**src/rtl/afd_pkg.sv**
```systemverilog
`timescale 1ns / 1ps
// afd_pkg: phase and event codes, result record and register reset values
// for the api frame deframer; no dependencies
package afd_pkg;

  localparam int unsigned BYTE_W  = 8;
  localparam int unsigned LEN_W   = 16;
  localparam int unsigned EVENT_W = 3;
  localparam int unsigned CFG_IDX_W = 8;
  localparam int unsigned CFG_DATA_W = 16;

  localparam logic [BYTE_W-1:0] HEADER_RESET = 8'h7E;
  localparam logic [LEN_W-1:0]  MAX_PAYLOAD_RESET = 16'h0060;
  localparam logic [BYTE_W-1:0] SUM_GOOD = 8'hFF;

  // configuration register indexes
  localparam logic [CFG_IDX_W-1:0] REG_HEADER_VALUE = 8'd0;
  localparam logic [CFG_IDX_W-1:0] REG_MAX_PAYLOAD  = 8'd1;

  typedef enum logic [2:0] {
    PH_HUNT    = 3'd0,
    PH_LEN_HI  = 3'd1,
    PH_LEN_LO  = 3'd2,
    PH_PAYLOAD = 3'd3,
    PH_CHECK   = 3'd4
  } phase_t;

  typedef enum logic [EVENT_W-1:0] {
    EV_DISCARD = 3'd0,
    EV_HEADER  = 3'd1,
    EV_LENGTH  = 3'd2,
    EV_PAYLOAD = 3'd3,
    EV_GOOD    = 3'd4,
    EV_BADSUM  = 3'd5,
    EV_TOOLONG = 3'd6
  } event_t;

  typedef struct packed {
    event_t            ev;
    logic [LEN_W-1:0]  flen;
    logic [LEN_W-1:0]  idx;
    logic [BYTE_W-1:0] data;
  } result_t;

endpackage

```
**src/rtl/api_frame_deframer.sv**
```systemverilog
`timescale 1ns / 1ps
// api_frame_deframer: finds header / length / payload / checksum frames in a
// byte stream and reports one event per byte; depends on afd_pkg
//
//  channel   | signals                                   | moves
//  ----------+-------------------------------------------+-------------------------------
//  s_axis    | tvalid tready tdata[7:0]                  | one received byte per request
//  m_axis    | tvalid tready tdata[39:0] tuser[2:0]      | one event per received byte
//  cfg       | cfg_valid cfg_ready cfg_index cfg_data    | register write, always ready
//
// one byte is taken per cycle while s_axis_tready is high, and its event is
// registered when the byte is accepted. the frame state updates in a single pass
// of compare, 16-bit count and 8-bit add logic between the byte and the result register.
// a two-entry output (result register plus skid register) lets the input
// keep flowing while a result waits; s_axis_tready drops only when both hold.
// synchronous reset returns the frame state to header hunt, empties the
// output and loads the register defaults (header 0x7E, max payload 96).
module api_frame_deframer (
  input  logic                               clk,
  input  logic                               rst,
  // byte stream in
  input  logic                               s_axis_tvalid,
  output logic                               s_axis_tready,
  input  logic [afd_pkg::BYTE_W-1:0]         s_axis_tdata,   // [7:0] in_byte
  // events out
  output logic                               m_axis_tvalid,
  input  logic                               m_axis_tready,
  // [7:0] data_byte, [23:8] payload_index, [39:24] frame_length
  output logic [39:0]                        m_axis_tdata,
  output logic [afd_pkg::EVENT_W-1:0]        m_axis_tuser,   // [2:0] event_res
  // register writes
  input  logic                               cfg_valid,
  output logic                               cfg_ready,
  input  logic [afd_pkg::CFG_IDX_W-1:0]      cfg_index,
  input  logic [afd_pkg::CFG_DATA_W-1:0]     cfg_data
);
  import afd_pkg::*;

  // configuration registers
  logic [BYTE_W-1:0] header_value;
  logic [LEN_W-1:0]  max_payload;

  // frame state
  phase_t            phase, phase_next;
  logic [LEN_W-1:0]  payload_length, payload_length_next;
  logic [LEN_W-1:0]  byte_count, byte_count_next;
  logic [BYTE_W-1:0] running_sum, running_sum_next;

  // output stage
  result_t res;
  result_t out_reg;
  result_t skid_reg;
  logic    out_valid;
  logic    skid_valid;

  logic              in_fire;
  logic              out_fire;
  logic [BYTE_W-1:0] b;
  logic [LEN_W-1:0]  len_lo;
  logic [LEN_W-1:0]  count_inc;
  logic [BYTE_W-1:0] sum_inc;

  assign cfg_ready     = 1'b1;
  assign s_axis_tready = !skid_valid;
  assign in_fire       = s_axis_tvalid && s_axis_tready;
  assign out_fire      = out_valid && m_axis_tready;
  assign b             = s_axis_tdata;

  assign len_lo    = {payload_length[LEN_W-1:BYTE_W], b};
  assign count_inc = byte_count + 16'd1;
  assign sum_inc   = running_sum + b;

  // register writes; indexes beyond the list are dropped
  always_ff @(posedge clk) begin
    if (rst) begin
      header_value <= HEADER_RESET;
      max_payload  <= MAX_PAYLOAD_RESET;
    end else if (cfg_valid && cfg_ready) begin
      if (cfg_index == REG_HEADER_VALUE) begin
        header_value <= cfg_data[BYTE_W-1:0];
      end else if (cfg_index == REG_MAX_PAYLOAD) begin
        max_payload <= cfg_data;
      end
    end
  end

  // per-byte frame decode
  always_comb begin
    phase_next          = phase;
    payload_length_next = payload_length;
    byte_count_next     = byte_count;
    running_sum_next    = running_sum;
    res.ev   = EV_DISCARD;
    res.data = b;
    res.idx  = '0;
    res.flen = '0;
    unique case (phase)
      PH_LEN_HI: begin
        payload_length_next = {b, {BYTE_W{1'b0}}};
        res.ev   = EV_LENGTH;
        res.flen = {b, {BYTE_W{1'b0}}};
        phase_next = PH_LEN_LO;
      end
      PH_LEN_LO: begin
        payload_length_next = len_lo;
        res.flen         = len_lo;
        byte_count_next  = '0;
        running_sum_next = '0;
        if (len_lo > max_payload) begin
          res.ev     = EV_TOOLONG;
          phase_next = PH_HUNT;
        end else begin
          res.ev     = EV_LENGTH;
          phase_next = (len_lo == '0) ? PH_CHECK : PH_PAYLOAD;
        end
      end
      PH_PAYLOAD: begin
        res.ev   = EV_PAYLOAD;
        res.idx  = byte_count;
        res.flen = payload_length;
        running_sum_next = sum_inc;
        byte_count_next  = count_inc;
        if (count_inc >= payload_length) begin
          phase_next = PH_CHECK;
        end
      end
      PH_CHECK: begin
        res.flen   = payload_length;
        res.ev     = (sum_inc == SUM_GOOD) ? EV_GOOD : EV_BADSUM;
        phase_next = PH_HUNT;
      end
      default: begin
        // hunting, and any unused phase code
        if (b == header_value) begin
          res.ev     = EV_HEADER;
          phase_next = PH_LEN_HI;
        end else begin
          res.ev     = EV_DISCARD;
          phase_next = PH_HUNT;
        end
      end
    endcase
  end

  always_ff @(posedge clk) begin
    if (rst) begin
      phase          <= PH_HUNT;
      payload_length <= '0;
      byte_count     <= '0;
      running_sum    <= '0;
    end else if (in_fire) begin
      phase          <= phase_next;
      payload_length <= payload_length_next;
      byte_count     <= byte_count_next;
      running_sum    <= running_sum_next;
    end
  end

  // result register with skid register behind it
  always_ff @(posedge clk) begin
    if (rst) begin
      out_valid  <= 1'b0;
      skid_valid <= 1'b0;
    end else if (in_fire) begin
      if (out_valid && !m_axis_tready) begin
        // result register busy and stalled: park the new event
        skid_valid <= 1'b1;
      end else begin
        out_valid <= 1'b1;
      end
    end else if (out_fire) begin
      if (skid_valid) begin
        skid_valid <= 1'b0;
      end else begin
        out_valid <= 1'b0;
      end
    end
  end

  always_ff @(posedge clk) begin
    if (in_fire) begin
      if (out_valid && !m_axis_tready) begin
        skid_reg <= res;
      end else begin
        out_reg <= res;
      end
    end else if (out_fire && skid_valid) begin
      out_reg <= skid_reg;
    end
  end

  assign m_axis_tvalid = out_valid;
  assign m_axis_tuser  = out_reg.ev;
  assign m_axis_tdata  = {out_reg.flen, out_reg.idx, out_reg.data};

endmodule

```
**config.mk**
```make
export PLATFORM = sky130hd
export DESIGN_NAME = api_frame_deframer
export DESIGN_NICKNAME = d
export VERILOG_FILES = /design/src/rtl/afd_pkg.sv /design/src/rtl/api_frame_deframer.sv
export SDC_FILE = /design/constraint.sdc
export NUM_CORES = 1
export LEC_CHECK = 0
export BUFFER_PORTS_ARGS = -buffer_cell sky130_fd_sc_hd__buf_2
export CAP_MARGIN = 10
export CORE_ASPECT_RATIO = 0.75
export CORE_MARGIN = 8
export CORE_UTILIZATION = 45
export DETAILED_ROUTE_END_ITERATION = 10
export GPL_ROUTABILITY_DRIVEN = 0
export HOLD_SLACK_MARGIN = 0.02
export PLACE_DENSITY = 0.64
export SETUP_SLACK_MARGIN = 0.2
export SYNTH_ARGS = -nofsm -noshare
export SYNTH_HDL_FRONTEND = slang
export SYNTH_SLANG_ARGS = --single-unit
export TNS_END_PERCENT = 30
```
**constraint.sdc**
```tcl
create_clock -name clk -period 4.3 [get_ports clk]
set_input_delay 0.215 -clock clk [delete_from_list [all_inputs] [get_ports clk]]
set_output_delay 0.215 -clock clk [all_outputs]
set_load 0.05 [all_outputs]
```
# Word level (Yosys, flattened, before mapping)
# Cells that the tools add are included.
[op_classes]
addsub = 2
magnitude_cmp = 2
n_eq_ne = 11
n_mux = 23
bitwise = 2
n_reduce_logical = 23
[op_table]
columns = ["cell", "n"]
rows = [
  ["$mux W43", 3],
  ["$pmux W16 S2", 2],
  ["$pmux W16 S3", 1],
  ["$pmux W3 S4", 2],
  ["$add A16 B1 Y16 const B", 1],
  ["$ge A16 B16 Y1", 1],
  ["$gt A16 B16 Y1", 1],
  ["$logic_not A16 Y1", 1],
  ["$mux W16", 1],
  ["$pmux W8 S2", 1],
  ["$reduce_and A2 Y1", 7],
  ["$mux W3", 4],
  ["$mux W1", 9],
  ["$reduce_and A3 Y1", 3],
  ["$add A8 B8 Y8", 1],
  ["$eq A8 B1 Y1 const B", 1],
  ["$eq A8 B8 Y1", 1],
  ["$eq A8 B8 Y1 const B", 1],
  ["$logic_not A8 Y1", 1],
  ["$reduce_bool A2 Y1", 4],
  ["$eq A3 B2 Y1 const B", 2],
  ["$logic_and A1 B1 Y1", 4],
  ["$ne A2 B1 Y1 const B", 2],
  ["$ne A2 B2 Y1 const B", 2],
  ["other kinds (5)", 7],
]
[totals]
reg_bits = 155
in_bits = 37
out_inout_bits = 46
elab_cells = 80

# Depth between registers and ports, before layout
[depth]
ltp_word = 6
mapped_depth = 13
depth_no_buf = 13

# Worst setup path after synthesis
# OpenSTA, ideal clock, no wires.
[synth_timing]
path_kind = "register to register"
start = "register skid_valid"
end = "register out_reg (netlist bit m_axis_tdata[0]) (enable)"
setup_time_ns = 0.458
arrival_time_ns = 3.041
t_required_ns = 3.842
path_slack_ns = 0.801
stages_incl_launch_ff = 6
period_less_slack_ns = 3.499
path_cell_list = "dfxtp_1 nor2b_1 buf_2 buf_4 a21oi_1 a21oi_1"
[synth_between]
elab_chain_cells = 4
[synth_rtl]
columns = ["item", "line", "rtl"]
rows = [
  ["from (decl)", "api_frame_deframer.sv:54", "logic skid_valid;"],
  ["from (signal assigned)", "api_frame_deframer.sv:163", "skid_valid <= 1'b0;"],
  ["from (signal assigned)", "api_frame_deframer.sv:167", "skid_valid <= 1'b1;"],
  ["from (signal assigned)", "api_frame_deframer.sv:173", "skid_valid <= 1'b0;"],
  ["$logic_not A1 Y1", "api_frame_deframer.sv:64", "assign s_axis_tready = !skid_valid;"],
  ["$logic_and A1 B1 Y1", "api_frame_deframer.sv:65", "assign in_fire = s_axis_tvalid && s_axis_tready;"],
  ["$ne A2 B2 Y1 (no source line) / $reduce_bool A2 Y1 (equally long branches)", "n/a", ""],
  ["$reduce_and A2 Y1 (no source line) (*)", "n/a", ""],
  ["to (signal assigned)", "api_frame_deframer.sv:185", "out_reg <= res;"],
  ["to (signal assigned)", "api_frame_deframer.sv:188", "out_reg <= skid_reg;"],
  ["to (decl)", "api_frame_deframer.sv:51", "result_t out_reg;"],
]
# Every way passes the cells marked *; elsewhere a longest branch is shown, timed or not.
# A chain may end at the register's enable or synchronous reset.

# Final worst setup path
[layout_timing]
start = "register byte_count[2]"
end = "register phase[0]"
[layout_between]
elab_chain_cells = 4
[layout_rtl]
columns = ["item", "line", "rtl"]
rows = [
  ["from (decl)", "api_frame_deframer.sv:46", "logic [LEN_W-1:0] byte_count, byte_count_next;"],
  ["from (signal assigned)", "api_frame_deframer.sv:154", "byte_count <= byte_count_next;"],
  ["$add A16 B1 Y16", "api_frame_deframer.sv:70", "assign count_inc = byte_count + 16'd1;"],
  ["$ge A16 B16 Y1", "api_frame_deframer.sv:123", "if (count_inc >= payload_length) begin"],
  ["$ne A2 B2 Y1 (no source line)", "n/a", ""],
  ["$reduce_and A2 Y1 (no source line)", "n/a", ""],
  ["to (signal assigned)", "api_frame_deframer.sv:152", "phase <= phase_next;"],
  ["to (decl)", "api_frame_deframer.sv:44", "phase_t phase, phase_next;"],
]
# Every way passes these cells.

==> impl_metrics.toml <==
[critical_path]
reg2reg_to = "phase[0]$_SDFFE_PP0P_"
crit_fanout = 6
rr_startpoint = "byte_count[2]$_SDFFE_PP0P_"
reg2reg_depth = 12
cp.arrival_ps = 3640
r2r_slack_ps = 980
startpoint_type = "flip-flop"
cp_data_required_time_ps = 4620
cp-end-kind = "flip-flop"
worstSetupPathType = "flip-flop to flip-flop"

[sta]
fin_setup_tns_ps = 0
min_period_ps = 3319
setup_viol = 0
worst_pin_slew_ps = 1033
fin_crit_sh_pct = 77.19
rsz0062_at_grt = "no"
finClkSkew_ps = 9.897
slew_violations = 0
hold_viol_final = 0
slew_headroom_pct = 30.92
fmax_mhz = 301.3

[clock_tree]
tritoncts = "yes"
numCtsBuffers = 17
cts.sinks = 155
root_buffer = "clkbuf_16"
cts_buffer_depth = 2
clock_latency_ps = 430
clk_pin_slew_worst_paths_ps = 70
cts_setup_buffers = 0
h-tree-depth = 4
cts_resized = 0

[run_status]
status = "finished clean"

[power]
ir_drop_mv = 0.2533
swShare_pct = 28.10
power_switching_mw = 1.002
power_density_nw_per_um2 = 409.0
p_comb_share_pct = 13.5
p_clk_share_pct = 39.9
p_leak_nw = 3.706
p_int_mw = 2.564
pwr-share-seq_pct = 46.6

[grt]
met2_usage_pct = 25.94
grt_pass1_wl_mm = 29.22
antenna_found_initial = 0
grt_pass1_vias = 5679
grt_overflow = 0
grt_use_total_pct = 17.69
grt_use_met3_pct = 5.520
gr-usage-met1_pct = 24.00
grt_max_degree = 61
gr-max-usage-layer = "met2"

[min_path]
holdPathStages = 3
hold-path-endpoint = "max_payload[9]$_SDFFE_PP0P_"
worstHoldStart = "cfg_data[9]"
hold_path_class = "primary input to flip-flop"

[detailed_routing]
drc = 0
vias = 5649
routed_wl_mm = 17.91
vias_per_cell = 5.479
firstDrtPassIters = 5
antenna_left = 0
drtIter0Drc = 538
routedWlPerCell_um = 17.37

[final_layout]
nets = 881
drive_gt1_share_pct = 18.26
antennaDiodeCount = 0
fillers = 1478
fin_area_um2 = 8721
syn2layout_area_growth_pct = 15.93
largest_reg_flops = 43
final_cells = 1031

[die]
core_area_um2 = 16570
initial_utilization_pct = 45.40
die_w_um = 165.3
die_h_um = 128.0
rows = 41
ios = 83
die_area_um2 = 21150

[place]
dp_hpwl_mm = 12.38
post-place-cells = 991
port_buffers = 81
placed_area_um2 = 8089

[synth]
synth-async-reset-ratio_pct = 0
syn_inst = 727
ys.warnings.count = 0
ys_seq_area_share_pct = 52.69
synth_seq_cells = 155
ys.flop_type = "edfxtp_1"
synth_area_per_cell_um2 = 10.35
syn_nets = 805
synth_edf_count = 86
ys_types = 65
synth_area_um2 = 7522

[job]
maxCapViolCount = 0
-- cell usage in the layout (no fill, tap or decap), types with 18 or more instances in the layout --
cell,n
nand2_1,108
edfxtp_1,86
buf_2,81
dfxtp_1,69
nor2_1,67
ha_1,40
inv_1,38
a21oi_1,35
mux2i_1,25
and3_1,22
a22oi_1,22
nand3_1,20
xnor2_1,18
-- synth_stat cells, types with 2 or more instances --
library cell  number  share of area, %
a31oi_1            3              0.25
nand2_1          108               5.4
a21oi_1           36               2.4
o31a_1             2              0.23
a21o_1             7              0.70
inv_1             38               1.9
nand4_1           10              0.83
a311oi_1           2              0.23
mux2_2            17               2.5
xor2_1             8              0.93
nor3_1             6              0.40
buf_2              2              0.13
a32o_1             2              0.27
nand3_1           20               1.3
mux2i_1           25               3.3
and2_1             3              0.25
nor4_1             6              0.50
buf_4              4              0.40
dfxtp_1           69                18
a22o_1            11               1.3
a22o_2             3              0.40
nor2b_4            2              0.37
and3_1            23               1.9
edfxtp_1          86                34
a22oi_1           22               2.2
nand3b_1           3              0.30
xnor2_1           18               2.1
o21ai_0           17               1.1
clkbuf_1          28               1.4
nor2_1            67               3.3
nor2b_1            6              0.50
ha_1              40               6.7
-- cell families after synthesis --
kind of cell	count (synthesis)	synth area share [%]
xor+xnor	26	3.027
mux	42	5.872
flops	155	52.69
compound gates	119	10.71
simple gates	268	16.63
buf+inv	75	4.092
fa+ha+maj	41	6.920
other cells	1	0.04985
-- worst max-delay path by stage --
stage	start	end	depth (start not counted)
after floorplan	skid_valid$_SDFFE_PP0P_	m_axis_tdata[0]$_DFFE_PP_	5
after global placement	byte_count[0]$_SDFFE_PP0P_	phase[0]$_SDFFE_PP0P_	12
after detailed placement	byte_count[2]$_SDFFE_PP0P_	phase[0]$_SDFFE_PP0P_	12
after CTS	byte_count[2]$_SDFFE_PP0P_	phase[0]$_SDFFE_PP0P_	12
after global routing	byte_count[2]$_SDFFE_PP0P_	phase[0]$_SDFFE_PP0P_	12
final	byte_count[2]$_SDFFE_PP0P_	phase[0]$_SDFFE_PP0P_	12
-- power by group through the flow --
stage | clock network (mW) | logic [mW] | registers, mW
floorplan | 0 | 0.242 | 1.80
global placement | 0 | 0.466 | 1.69
detailed placement | 0 | 0.475 | 1.69
CTS | 1.44 | 0.482 | 1.66
global route | 1.51 | 0.522 | 1.67
finish | 1.42 | 0.482 | 1.66
-- metrics by stage --
step / hold slack (ps) / utilization (%) / worst slack (ps) / power, mW
6_report: 40.14 / 52.63 / 981.0 / 3.567
5_1_grt: 26.11 / 52.63 / 656.0 / 3.703
4_1_cts: 20.37 / 52.63 / 1020 / 3.585
3_5_place_dp: 432.7 / 48.82 / 1048 / 2.169
3_3_place_gp: 421.5 / 48.82 / 1250 / 2.159
2_1_floorplan: 313.9 / - / 800.9 / 2.044
-- timing repair --
action,in CTS,in global routing
hold buffers,8,0
endpoints found under the setup margin,0,0
hold endpoints to repair,9,0
-- final cells by class --
| type | count | area, um2 | share of cell area [%] |
|---|---|---|---|
| tap | 215 | 269.0 | 3.085 |
| sequential | 155 | 3964 | 45.45 |
| clock buffer | 19 | 432.9 | 4.964 |
| timing repair buffer | 94 | 523.0 | 5.997 |
| inverter | 38 | 142.6 | 1.636 |
| clock inverter | 13 | 118.9 | 1.363 |
| multi-input combinational | 497 | 3271 | 37.50 |
-- critical path, cell delays in order, from the launching register on --
cell and delay (ps):
dfxtp_1 420, and3_1 320, nand3_1 230, nor2_1 260
and3_1 210, xor2_1 210, ha_1 280, nand2_1 90
o21ai_0 110, a2111oi_2 340, nor2_1 120, or2_2 340
a311oi_1 290
-- per-layer routing --
| layer | vias to the layer above | routed length (um) |
|---|---|---|
| li1 | 2737 | - |
| met1 | 2661 | 8363 |
| met2 | 216 | 7772 |
| met3 | 35 | 1397 |
| met4 | 0 | 378 |
| met5 | - | 0 |
No activity file was read; power rests on OpenSTA's default activity.
